==> config.mk <==
export PLATFORM = sky130hd
export DESIGN_NAME = additive_lagged_fibonacci_rng
export DESIGN_NICKNAME = d
export VERILOG_FILES = /design/src/alfr_pkg.sv /design/src/additive_lagged_fibonacci_rng.sv /design/src/alfr_ram.sv /design/src/alfr_dp.sv /design/src/alfr_ctrl.sv
export SDC_FILE = /design/constraint.sdc
export NUM_CORES = 2
export LEC_CHECK = 0
export BUFFER_PORTS_ARGS = -buffer_cell sky130_fd_sc_hd__buf_2
export CORE_UTILIZATION = 45
export DETAILED_ROUTE_END_ITERATION = 8
export PLACE_DENSITY_LB_ADDON = 0.2
export SKIP_LAST_GASP = 1
export SYNTH_ARGS = -nofsm -noshare
export SYNTH_HDL_FRONTEND = slang
export SYNTH_SLANG_ARGS = --single-unit
==> constraint.sdc <==
create_clock -name clk -period 6.2 [get_ports clk]
set_input_delay 0.62 -clock clk [delete_from_list [all_inputs] [get_ports clk]]
set_output_delay 0.62 -clock clk [all_outputs]
set_load 0.05 [all_outputs]
==> src/alfr_pkg.sv <==
package alfr_pkg;

  localparam int DEGREE_DEF     = 31;
  localparam int SEPARATION_DEF = 3;

  localparam int WORD_W = 32;
  localparam int OUT_W  = 31;

  // request kinds carried in tuser
  localparam logic OP_RESEED = 1'b0;
  localparam logic OP_NEXT   = 1'b1;

  // minimal standard step constants
  localparam logic [31:0] PM_MULT     = 32'd16807;
  localparam logic [31:0] PM_QUOT     = 32'd127773;
  localparam logic [31:0] PM_REM      = 32'd2836;
  localparam logic [33:0] PM_MOD      = 34'h07fffffff;
  localparam logic [31:0] PM_ZERO_SUB = 32'd123459876;

  // floor(2^48 / 127773), quotient estimate is low by at most one
  localparam logic [63:0] PM_RECIP_FULL = (64'd1 << 48) / 64'd127773;
  localparam logic [31:0] PM_RECIP      = PM_RECIP_FULL[31:0];

  typedef struct packed {
    logic seed_wr;
    logic pm_wr;
    logic rd;
    logic adv;
    logic emit;
  } alfr_cmd_t;

  typedef struct packed {
    logic word_last;
    logic out_free;
  } alfr_sts_t;

  function automatic logic [31:0] default_word(input logic [31:0] idx);
    logic [31:0] w;
    case (idx)
      32'd0:  w = 32'h991539b1;
      32'd1:  w = 32'h16a5bce3;
      32'd2:  w = 32'h6774a4cd;
      32'd3:  w = 32'h3e01511e;
      32'd4:  w = 32'h4e508aaa;
      32'd5:  w = 32'h61048c05;
      32'd6:  w = 32'hf5500617;
      32'd7:  w = 32'h846b7115;
      32'd8:  w = 32'h6a19892c;
      32'd9:  w = 32'h896a97af;
      32'd10: w = 32'hdb48f936;
      32'd11: w = 32'h14898454;
      32'd12: w = 32'h37ffd106;
      32'd13: w = 32'hb58bff9c;
      32'd14: w = 32'h59e17104;
      32'd15: w = 32'hcf918a49;
      32'd16: w = 32'h09378c83;
      32'd17: w = 32'h52c7a471;
      32'd18: w = 32'h8d293ea9;
      32'd19: w = 32'h1f4fc301;
      32'd20: w = 32'hc3db71be;
      32'd21: w = 32'h39b44e1c;
      32'd22: w = 32'hf8a44ef9;
      32'd23: w = 32'h4c8b80b1;
      32'd24: w = 32'h19edc328;
      32'd25: w = 32'h87bf4bdd;
      32'd26: w = 32'hc9b240e5;
      32'd27: w = 32'he9ee4b1b;
      32'd28: w = 32'h4382aee7;
      32'd29: w = 32'h535b6b41;
      32'd30: w = 32'hf3bec5da;
      default: w = 32'h0;
    endcase
    return w;
  endfunction

endpackage

==> src/additive_lagged_fibonacci_rng.sv <==
// next request: table words are read while idle, then added and written back in the write state once
// the output is free, result registered there; no new item is taken until the write is done
// reseed request: busy, no result; the seed becomes word 0, each further fill word runs the
// step pipeline, each discarded output a read state and then a write state
// reset: synchronous, table reads as the default words until written, indices return to
// separation and 0
module additive_lagged_fibonacci_rng #(
  parameter int DEGREE     = alfr_pkg::DEGREE_DEF,
  parameter int SEPARATION = alfr_pkg::SEPARATION_DEF
) (
  input  logic        clk,
  input  logic        rst,
  input  logic        s_axis_tvalid,
  output logic        s_axis_tready,
  input  logic [31:0] s_axis_tdata,   // seed_value[31:0]
  input  logic        s_axis_tuser,   // operation[0]
  output logic        m_axis_tvalid,
  input  logic        m_axis_tready,
  output logic [31:0] m_axis_tdata    // random_value[30:0], zero [31]
);
  import alfr_pkg::*;

  alfr_cmd_t   cmd;
  alfr_sts_t   sts;
  logic [30:0] random_value;

  alfr_ctrl #(
    .DEGREE(DEGREE)
  ) u_ctrl (
    .clk     (clk),
    .rst     (rst),
    .in_valid(s_axis_tvalid),
    .in_ready(s_axis_tready),
    .in_op   (s_axis_tuser),
    .cmd     (cmd),
    .sts     (sts)
  );

  alfr_dp #(
    .DEGREE    (DEGREE),
    .SEPARATION(SEPARATION)
  ) u_dp (
    .clk      (clk),
    .rst      (rst),
    .cmd      (cmd),
    .sts      (sts),
    .seed     (s_axis_tdata),
    .out_valid(m_axis_tvalid),
    .out_ready(m_axis_tready),
    .out_data (random_value)
  );

  assign m_axis_tdata = {1'b0, random_value};

endmodule

==> src/alfr_ram.sv <==
module alfr_ram #(
  parameter int WIDTH = 32,
  parameter int DEPTH = 31
) (
  input  logic                     clk,
  input  logic                     we,
  input  logic [$clog2(DEPTH)-1:0] waddr,
  input  logic [WIDTH-1:0]         wdata,
  input  logic                     re,
  input  logic [$clog2(DEPTH)-1:0] raddr_a,
  input  logic [$clog2(DEPTH)-1:0] raddr_b,
  output logic [WIDTH-1:0]         rdata_a,
  output logic [WIDTH-1:0]         rdata_b
);

  logic [WIDTH-1:0] mem [DEPTH];

  always_ff @(posedge clk) begin
    if (we) begin
      mem[waddr] <= wdata;
    end
    if (re) begin
      rdata_a <= mem[raddr_a];
      rdata_b <= mem[raddr_b];
    end
  end

endmodule

==> src/alfr_dp.sv <==
module alfr_dp #(
  parameter int DEGREE     = 31,
  parameter int SEPARATION = 3
) (
  input  logic                clk,
  input  logic                rst,
  input  alfr_pkg::alfr_cmd_t cmd,
  output alfr_pkg::alfr_sts_t sts,
  input  logic [31:0]         seed,
  output logic                out_valid,
  input  logic                out_ready,
  output logic [30:0]         out_data
);
  import alfr_pkg::*;

  localparam int IW = $clog2(DEGREE);
  localparam logic [IW-1:0] SEP_M   = IW'(SEPARATION % DEGREE);
  localparam logic [IW-1:0] LAST_IX = IW'(DEGREE - 1);

  logic [IW-1:0]     front;
  logic [IW-1:0]     rear;
  logic [IW-1:0]     word_idx;
  logic [DEGREE-1:0] vld;
  logic [31:0]       prev;

  // read side
  logic [IW-1:0] fa_q;
  logic [IW-1:0] ra_q;
  logic          vf_q;
  logic          vr_q;
  logic [31:0]   ram_a;
  logic [31:0]   ram_b;
  logic [31:0]   word_f;
  logic [31:0]   word_r;
  logic [31:0]   sum;

  // write side
  logic          we;
  logic [IW-1:0] waddr;
  logic [31:0]   wdata;

  // minimal standard step pipeline
  logic [31:0] xs;
  logic [31:0] m_abs;
  logic [31:0] m1;
  logic        neg1;
  logic [63:0] prod_q;
  logic [31:0] m2;
  logic [15:0] q2;
  logic        neg2;
  logic [33:0] r_full;
  logic [17:0] r3;
  logic [15:0] q3;
  logic        neg3;
  logic [16:0] r4;
  logic [15:0] q4;
  logic        neg4;
  logic [31:0] pa5;
  logic [31:0] pb5;
  logic        neg5;
  logic signed [33:0] t_raw;
  logic signed [33:0] t_fix;
  logic [31:0] pm_word;

  function automatic logic [IW-1:0] step_idx(input logic [IW-1:0] idx);
    return (idx == LAST_IX) ? '0 : idx + IW'(1);
  endfunction

  alfr_ram #(
    .WIDTH(32),
    .DEPTH(DEGREE)
  ) u_table (
    .clk    (clk),
    .we     (we),
    .waddr  (waddr),
    .wdata  (wdata),
    .re     (cmd.rd),
    .raddr_a(front),
    .raddr_b(rear),
    .rdata_a(ram_a),
    .rdata_b(ram_b)
  );

  // entries never written since reset read as the default table
  assign word_f = vf_q ? ram_a : default_word(32'(fa_q));
  assign word_r = vr_q ? ram_b : default_word(32'(ra_q));
  assign sum    = word_f + word_r;

  always_comb begin
    xs    = (prev == 32'd0) ? PM_ZERO_SUB : prev;
    m_abs = xs[31] ? (~xs + 32'd1) : xs;
    r_full = {2'b00, m2} - 34'(q2) * 34'(PM_QUOT);
    if (neg5) begin
      t_raw = $signed({2'b00, pb5}) - $signed({2'b00, pa5});
    end else begin
      t_raw = $signed({2'b00, pa5}) - $signed({2'b00, pb5});
    end
    t_fix   = (t_raw < 0) ? t_raw + $signed(PM_MOD) : t_raw;
    pm_word = t_fix[31:0];
  end

  always_comb begin
    we    = cmd.seed_wr | cmd.pm_wr | cmd.adv;
    waddr = front;
    wdata = sum;
    if (cmd.seed_wr) begin
      waddr = '0;
      wdata = seed;
    end else if (cmd.pm_wr) begin
      waddr = word_idx;
      wdata = pm_word;
    end
  end

  // payload registers
  always_ff @(posedge clk) begin
    m1     <= m_abs;
    neg1   <= xs[31];
    prod_q <= 64'(m1) * 64'(PM_RECIP);
    m2     <= m1;
    q2     <= prod_q[63:48];
    neg2   <= neg1;
    r3     <= r_full[17:0];
    q3     <= q2;
    neg3   <= neg2;
    if (r3 >= PM_QUOT[17:0]) begin
      r4 <= 17'(r3 - PM_QUOT[17:0]);
      q4 <= q3 + 16'd1;
    end else begin
      r4 <= r3[16:0];
      q4 <= q3;
    end
    neg4 <= neg3;
    pa5  <= PM_MULT * 32'(r4);
    pb5  <= PM_REM * 32'(q4);
    neg5 <= neg4;
    if (cmd.seed_wr) begin
      prev <= seed;
    end else if (cmd.pm_wr) begin
      prev <= pm_word;
    end
    if (cmd.rd) begin
      fa_q <= front;
      ra_q <= rear;
    end
    if (cmd.emit) begin
      out_data <= sum[31:1];
    end
  end

  always_ff @(posedge clk) begin
    if (rst) begin
      front     <= SEP_M;
      rear      <= '0;
      word_idx  <= '0;
      vld       <= '0;
      vf_q      <= 1'b0;
      vr_q      <= 1'b0;
      out_valid <= 1'b0;
    end else begin
      if (we) begin
        vld[waddr] <= 1'b1;
      end
      if (cmd.rd) begin
        vf_q <= vld[front];
        vr_q <= vld[rear];
      end
      if (cmd.seed_wr) begin
        front    <= SEP_M;
        rear     <= '0;
        word_idx <= IW'(1);
      end else if (cmd.adv) begin
        front <= step_idx(front);
        rear  <= step_idx(rear);
      end
      if (cmd.pm_wr) begin
        word_idx <= word_idx + IW'(1);
      end
      if (cmd.emit) begin
        out_valid <= 1'b1;
      end else if (out_ready) begin
        out_valid <= 1'b0;
      end
    end
  end

  assign sts.word_last = (word_idx == LAST_IX);
  assign sts.out_free  = ~out_valid | out_ready;

  // front always leads rear by the separation, modulo the degree
  logic [IW:0] rear_sep;
  logic [IW:0] rear_lead;
  assign rear_sep  = {1'b0, rear} + {1'b0, SEP_M};
  assign rear_lead = (rear_sep >= (IW + 1)'(DEGREE)) ? rear_sep - (IW + 1)'(DEGREE) : rear_sep;

  a_index_gap: assert property (@(posedge clk) disable iff (rst)
    {1'b0, front} == rear_lead)
    else $error("front and rear indices lost their separation");

  a_one_writer: assert property (@(posedge clk) disable iff (rst)
    $onehot0({cmd.seed_wr, cmd.pm_wr, cmd.adv}))
    else $error("two table writers in one cycle");

  a_out_source: assert property (@(posedge clk) disable iff (rst)
    $rose(out_valid) |-> $past(cmd.emit))
    else $error("result raised without an emit");

endmodule

==> src/alfr_ctrl.sv <==
module alfr_ctrl #(
  parameter int DEGREE = 31
) (
  input  logic                clk,
  input  logic                rst,
  input  logic                in_valid,
  output logic                in_ready,
  input  logic                in_op,
  output alfr_pkg::alfr_cmd_t cmd,
  input  alfr_pkg::alfr_sts_t sts
);
  import alfr_pkg::*;

  localparam int DISCARD = 10 * DEGREE;
  localparam int DW      = $clog2(DISCARD);

  typedef enum logic [3:0] {
    S_IDLE,
    S_NXT_WR,
    S_PM_ABS,
    S_PM_MUL,
    S_PM_SUB,
    S_PM_FIX,
    S_PM_PROD,
    S_PM_SCALE,
    S_PM_WR,
    S_DIS_RD,
    S_DIS_WR
  } state_t;

  state_t        state;
  logic [DW-1:0] disc_cnt;

  always_comb begin
    cmd      = '0;
    in_ready = (state == S_IDLE);
    case (state)
      S_IDLE: begin
        // table words for a next request are fetched while waiting
        cmd.rd      = 1'b1;
        cmd.seed_wr = in_valid & (in_op == OP_RESEED);
      end
      S_NXT_WR: begin
        cmd.adv  = sts.out_free;
        cmd.emit = sts.out_free;
      end
      S_PM_WR:  cmd.pm_wr = 1'b1;
      S_DIS_RD: cmd.rd    = 1'b1;
      S_DIS_WR: cmd.adv   = 1'b1;
      default: ;
    endcase
  end

  always_ff @(posedge clk) begin
    if (rst) begin
      state    <= S_IDLE;
      disc_cnt <= '0;
    end else begin
      case (state)
        S_IDLE: begin
          if (in_valid) begin
            state <= (in_op == OP_NEXT) ? S_NXT_WR : S_PM_ABS;
          end
        end
        S_NXT_WR: begin
          if (sts.out_free) begin
            state <= S_IDLE;
          end
        end
        S_PM_ABS:   state <= S_PM_MUL;
        S_PM_MUL:   state <= S_PM_SUB;
        S_PM_SUB:   state <= S_PM_FIX;
        S_PM_FIX:   state <= S_PM_PROD;
        S_PM_PROD:  state <= S_PM_SCALE;
        // products registered here, the step word is ready in the write cycle
        S_PM_SCALE: state <= S_PM_WR;
        S_PM_WR: begin
          if (sts.word_last) begin
            state    <= S_DIS_RD;
            disc_cnt <= '0;
          end else begin
            state <= S_PM_ABS;
          end
        end
        S_DIS_RD: state <= S_DIS_WR;
        S_DIS_WR: begin
          if (disc_cnt == DW'(DISCARD - 1)) begin
            state <= S_IDLE;
          end else begin
            disc_cnt <= disc_cnt + DW'(1);
            state    <= S_DIS_RD;
          end
        end
        default: state <= S_IDLE;
      endcase
    end
  end

  a_leave_on_accept: assert property (@(posedge clk) disable iff (rst)
    $fell(in_ready) |-> $past(in_valid))
    else $error("left idle without an accepted item");

  a_disc_bound: assert property (@(posedge clk) disable iff (rst)
    disc_cnt < DW'(DISCARD))
    else $error("discard counter overran");

endmodule

==> key figures <==
Routing
  • Post-DR wirelength/cell: 27.70 µm
  • Detailed Route WL: 284,900 µm
  • DR vias/cell: 5.928
  • Final ANT Viol Nets: 0
  • DRC: 0
  • Number of DRC markers in iteration 0: 6,065
  • DR vias: 60,965
  • Router iterations before antenna repair: 6

STA
  • Fmax: 147.8 MHz
  • Final Hold Viols: 0
  • Final period util: 1.092
  • Final worst slack: -0.5679 ns
  • Worst slew margin: 0.09925
  • Min Tclk post-route: 6.768 ns
  • TNS Setup: -5.538 ns
  • Hold slack: 0.1248 ns
  • Fin Clk Skew: 0.07251 ns
  • RSZ-0062 raised after global routing: true
  • Setup violators final: 14
  • Slew Viols, Final: 0
  • Worst slew pin tran: 1.351 ns

Floorplan
  • Num rows: 167
  • Die W: 459.0 µm
  • Core Area: 207,300 µm²
  • Die area: 210,700 µm²
  • Die Y: 459.0 µm
  • # IOs: 71
  • Initial Util: 0.4534

Logic synthesis
  • Synth Instances: 7,034
  • Post-synth top flop: edfxtp_1
  • Syn_nets: 8,358
  • Mean post-synth cell area: 13.36 µm²
  • Asr flop ratio synth: 0
  • Post-synthesis sequential area ratio: 0.4328
  • Post-synthesis cell area: 93,970 µm²
  • #FFs+latches synth: 1,467
  • Synth warn: 0
  • Distinct cell type count after synthesis: 99
  • Number of synthesized flops with an enable pin: 1,129

CTS
  • Root Driver: clkbuf_16
  • CTS tree: built
  • Clock-pin slew on the worst setup and hold paths: 0.06 ns
  • Clock buffer depth: 3
  • H-tree depth: 4
  • Worst-Skew Late Latency: 0.86 ns
  • CTS sink cnt: 1,467
  • Hold buffer count at CTS: 0
  • Num CTS Buffers: 162

Global route
  • Initial antenna violation count: 19
  • Layer carrying the most global-route usage: met2
  • M1 GR Usage: 0.3516
  • GR Util met3: 0.03920
  • Global routing usage on met2: 0.4604
  • Overflow after GRT: 0
  • Number of global-route vias before repair: 62,654
  • GRT Total Usage: 0.2721
  • Largest net degree at the start of global routing: 152
  • First-pass GRT wire length: 419,300 µm

Critical path
  • Crit path kind: register to register
  • Crit-path max FO: 6
  • Crit path launch type: register
  • Data required, critical path: 6.92 ns
  • Crit. End Element: register
  • Critical Path AT: 7.49 ns

Placement
  • Pre-CTS WS: -0.6882 ns
  • Hpwl dp: 195,300 µm
  • Routability cong.: 0.9399
  • IO buf count: 69

Hold path
  • HP Class: input port to register

Cells and area
  • Area Overhead vs Synth: 13.10%
  • Final core occ: 0.5127
  • Fraction of layout cells with a size suffix above 1: 0.2237
  • Commonest non-fill, non-tap cell in the layout: edfxtp_1
  • # nets final: 8,681
  • Commonest cells after routing, fill and taps aside: edfxtp_1 (1,129), inv_1 (777), ha_1 (764)

Run status
  • Failing checks: setup timing
  • Outcome: complete, but fails checks

Flow run
  • Max_cap viols: 0
-- kinds of logic after synthesis --
family	count (synthesis)	share of synthesized area
DFF	1467	0.4328
adders and majority gates	1287	0.2107
and+or+nand+nor	1134	0.05547
buffers and inverters	1105	0.04479
AOI/OAI and AO/OA	992	0.06681
muxes	816	0.1677
xor gates and xnor gates	232	0.02162
other	1	0.00003991
-- timing repair --
action,4_1_cts,5_1_grt
setup buffers,14,10
gates resized for setup,82,57
pin swaps,45,62
endpoints found under the setup margin,15,20
endpoints found under the hold margin,0,0
-- path summary, 6_finish.rpt --
path / startpoint / endpoint / slack, ns / depth (start not counted)
worst max-delay path: u_dp.m1[12]$_DFF_P_ / u_dp.prod_q[62]$_DFF_P_ / -0.57 / 23
worst min-delay path: m_axis_tready / u_dp.out_valid$_SDFFE_PP0P_ / 0.12 / 3
worst max register to register: u_dp.m1[12]$_DFF_P_ / u_dp.prod_q[62]$_DFF_P_ / -0.57 / 23
worst min register to register: u_dp.prod_q[53]$_DFF_P_ / u_dp.q2[5]$_DFF_P_ / 0.32 / 0
-- Yosys cell counts (all sizes together) (14+ instances only) --
master,number,share of area
a211oi,45,0.0036
a21boi,14,0.0012
a21o,69,0.0055
a21oi,273,0.015
a221oi,16,0.0016
a22oi,17,0.0014
a31oi,40,0.0027
and3,21,0.0014
buf,85,0.0040
clkbuf,221,0.0088
dfxtp,338,0.072
edfxtp,1129,0.36
fa,493,0.11
ha,794,0.11
inv,797,0.032
mux2,129,0.015
mux2i,93,0.0099
mux4,594,0.14
nand2,373,0.015
nand2b,23,0.0015
nand3,67,0.0037
nand3b,14,0.0011
nand4,40,0.0027
nor2,374,0.015
nor2b,34,0.0023
nor3,83,0.0045
nor4,18,0.0012
o211ai,29,0.0023
o21a,30,0.0024
o21ai,276,0.015
o21bai,31,0.0025
o22ai,17,0.0011
o31ai,21,0.0018
or3,20,0.0013
xnor2,166,0.015
xor2,66,0.0062
-- routing by layer --
layer	vias up	wire (µm)	share of wire
li1	26631	-	-
met1	31405	112200	0.39
met2	2375	140900	0.49
met3	546	18980	0.067
met4	8	12780	0.045
met5	-	53	0.00019
-- through the flow --
| step | instances | cell area [µm²] |
|---|---|---|
| final | 10285 | 106300 |
| after global placement | 9960 | 100100 |
| after detailed placement | 9960 | 100100 |
| after global routing | 10277 | 106300 |
| after CTS | 10266 | 105900 |
| after floorplan | 7034 | 94110 |
-- registers in the layout, summed over array words and instances, names as in the netlist, 17 cells and up, named ones only --
name,flops
u_dp.out_data,31
u_dp.u_table.rdata_b,32
u_dp.u_table.mem,992
u_dp.u_table.rdata_a,32
u_dp.prev,32
u_dp.pa5,32
u_dp.vld,31
u_dp.m2,18
u_dp.r4,17
u_dp.r3,18
u_dp.pb5,26
u_dp.m1,32
-- area by class of cell --
type | count | area (µm²)
Clock inverter | 86 | 973.4
Sequential cell | 1467 | 40800
Timing Repair Buffer | 465 | 3535
Clock buffer | 208 | 4399
Antenna cell | 10 | 25.02
Multi-Input combinational cell | 4462 | 50060
Tap cell | 2788 | 3488
Fill cell | 17684 | 101000
Inverter | 799 | 3004
-- worst max-delay path, cell delays in order (launching register included) --
cell	delay, ns
dfxtp_4	0.37
buf_4	0.15
ha_1	0.19
ha_2	0.19
fa_1	0.54
inv_1	0.06
fa_1	0.52
inv_1	0.05
fa_1	0.46
fa_1	0.62
fa_1	0.46
fa_1	0.58
ha_4	0.23
a211oi_4	0.23
o21ai_2	0.12
a211oi_2	0.18
a31o_4	0.23
a211oi_2	0.08
a311o_1	0.36
a211oi_2	0.32
nor4b_2	0.09
o311a_1	0.39
nor2_1	0.14
xnor2_1	0.13
Power is not shown: default switching activity piles up to over one toggle a cycle in this logic, so the estimate is an artifact.
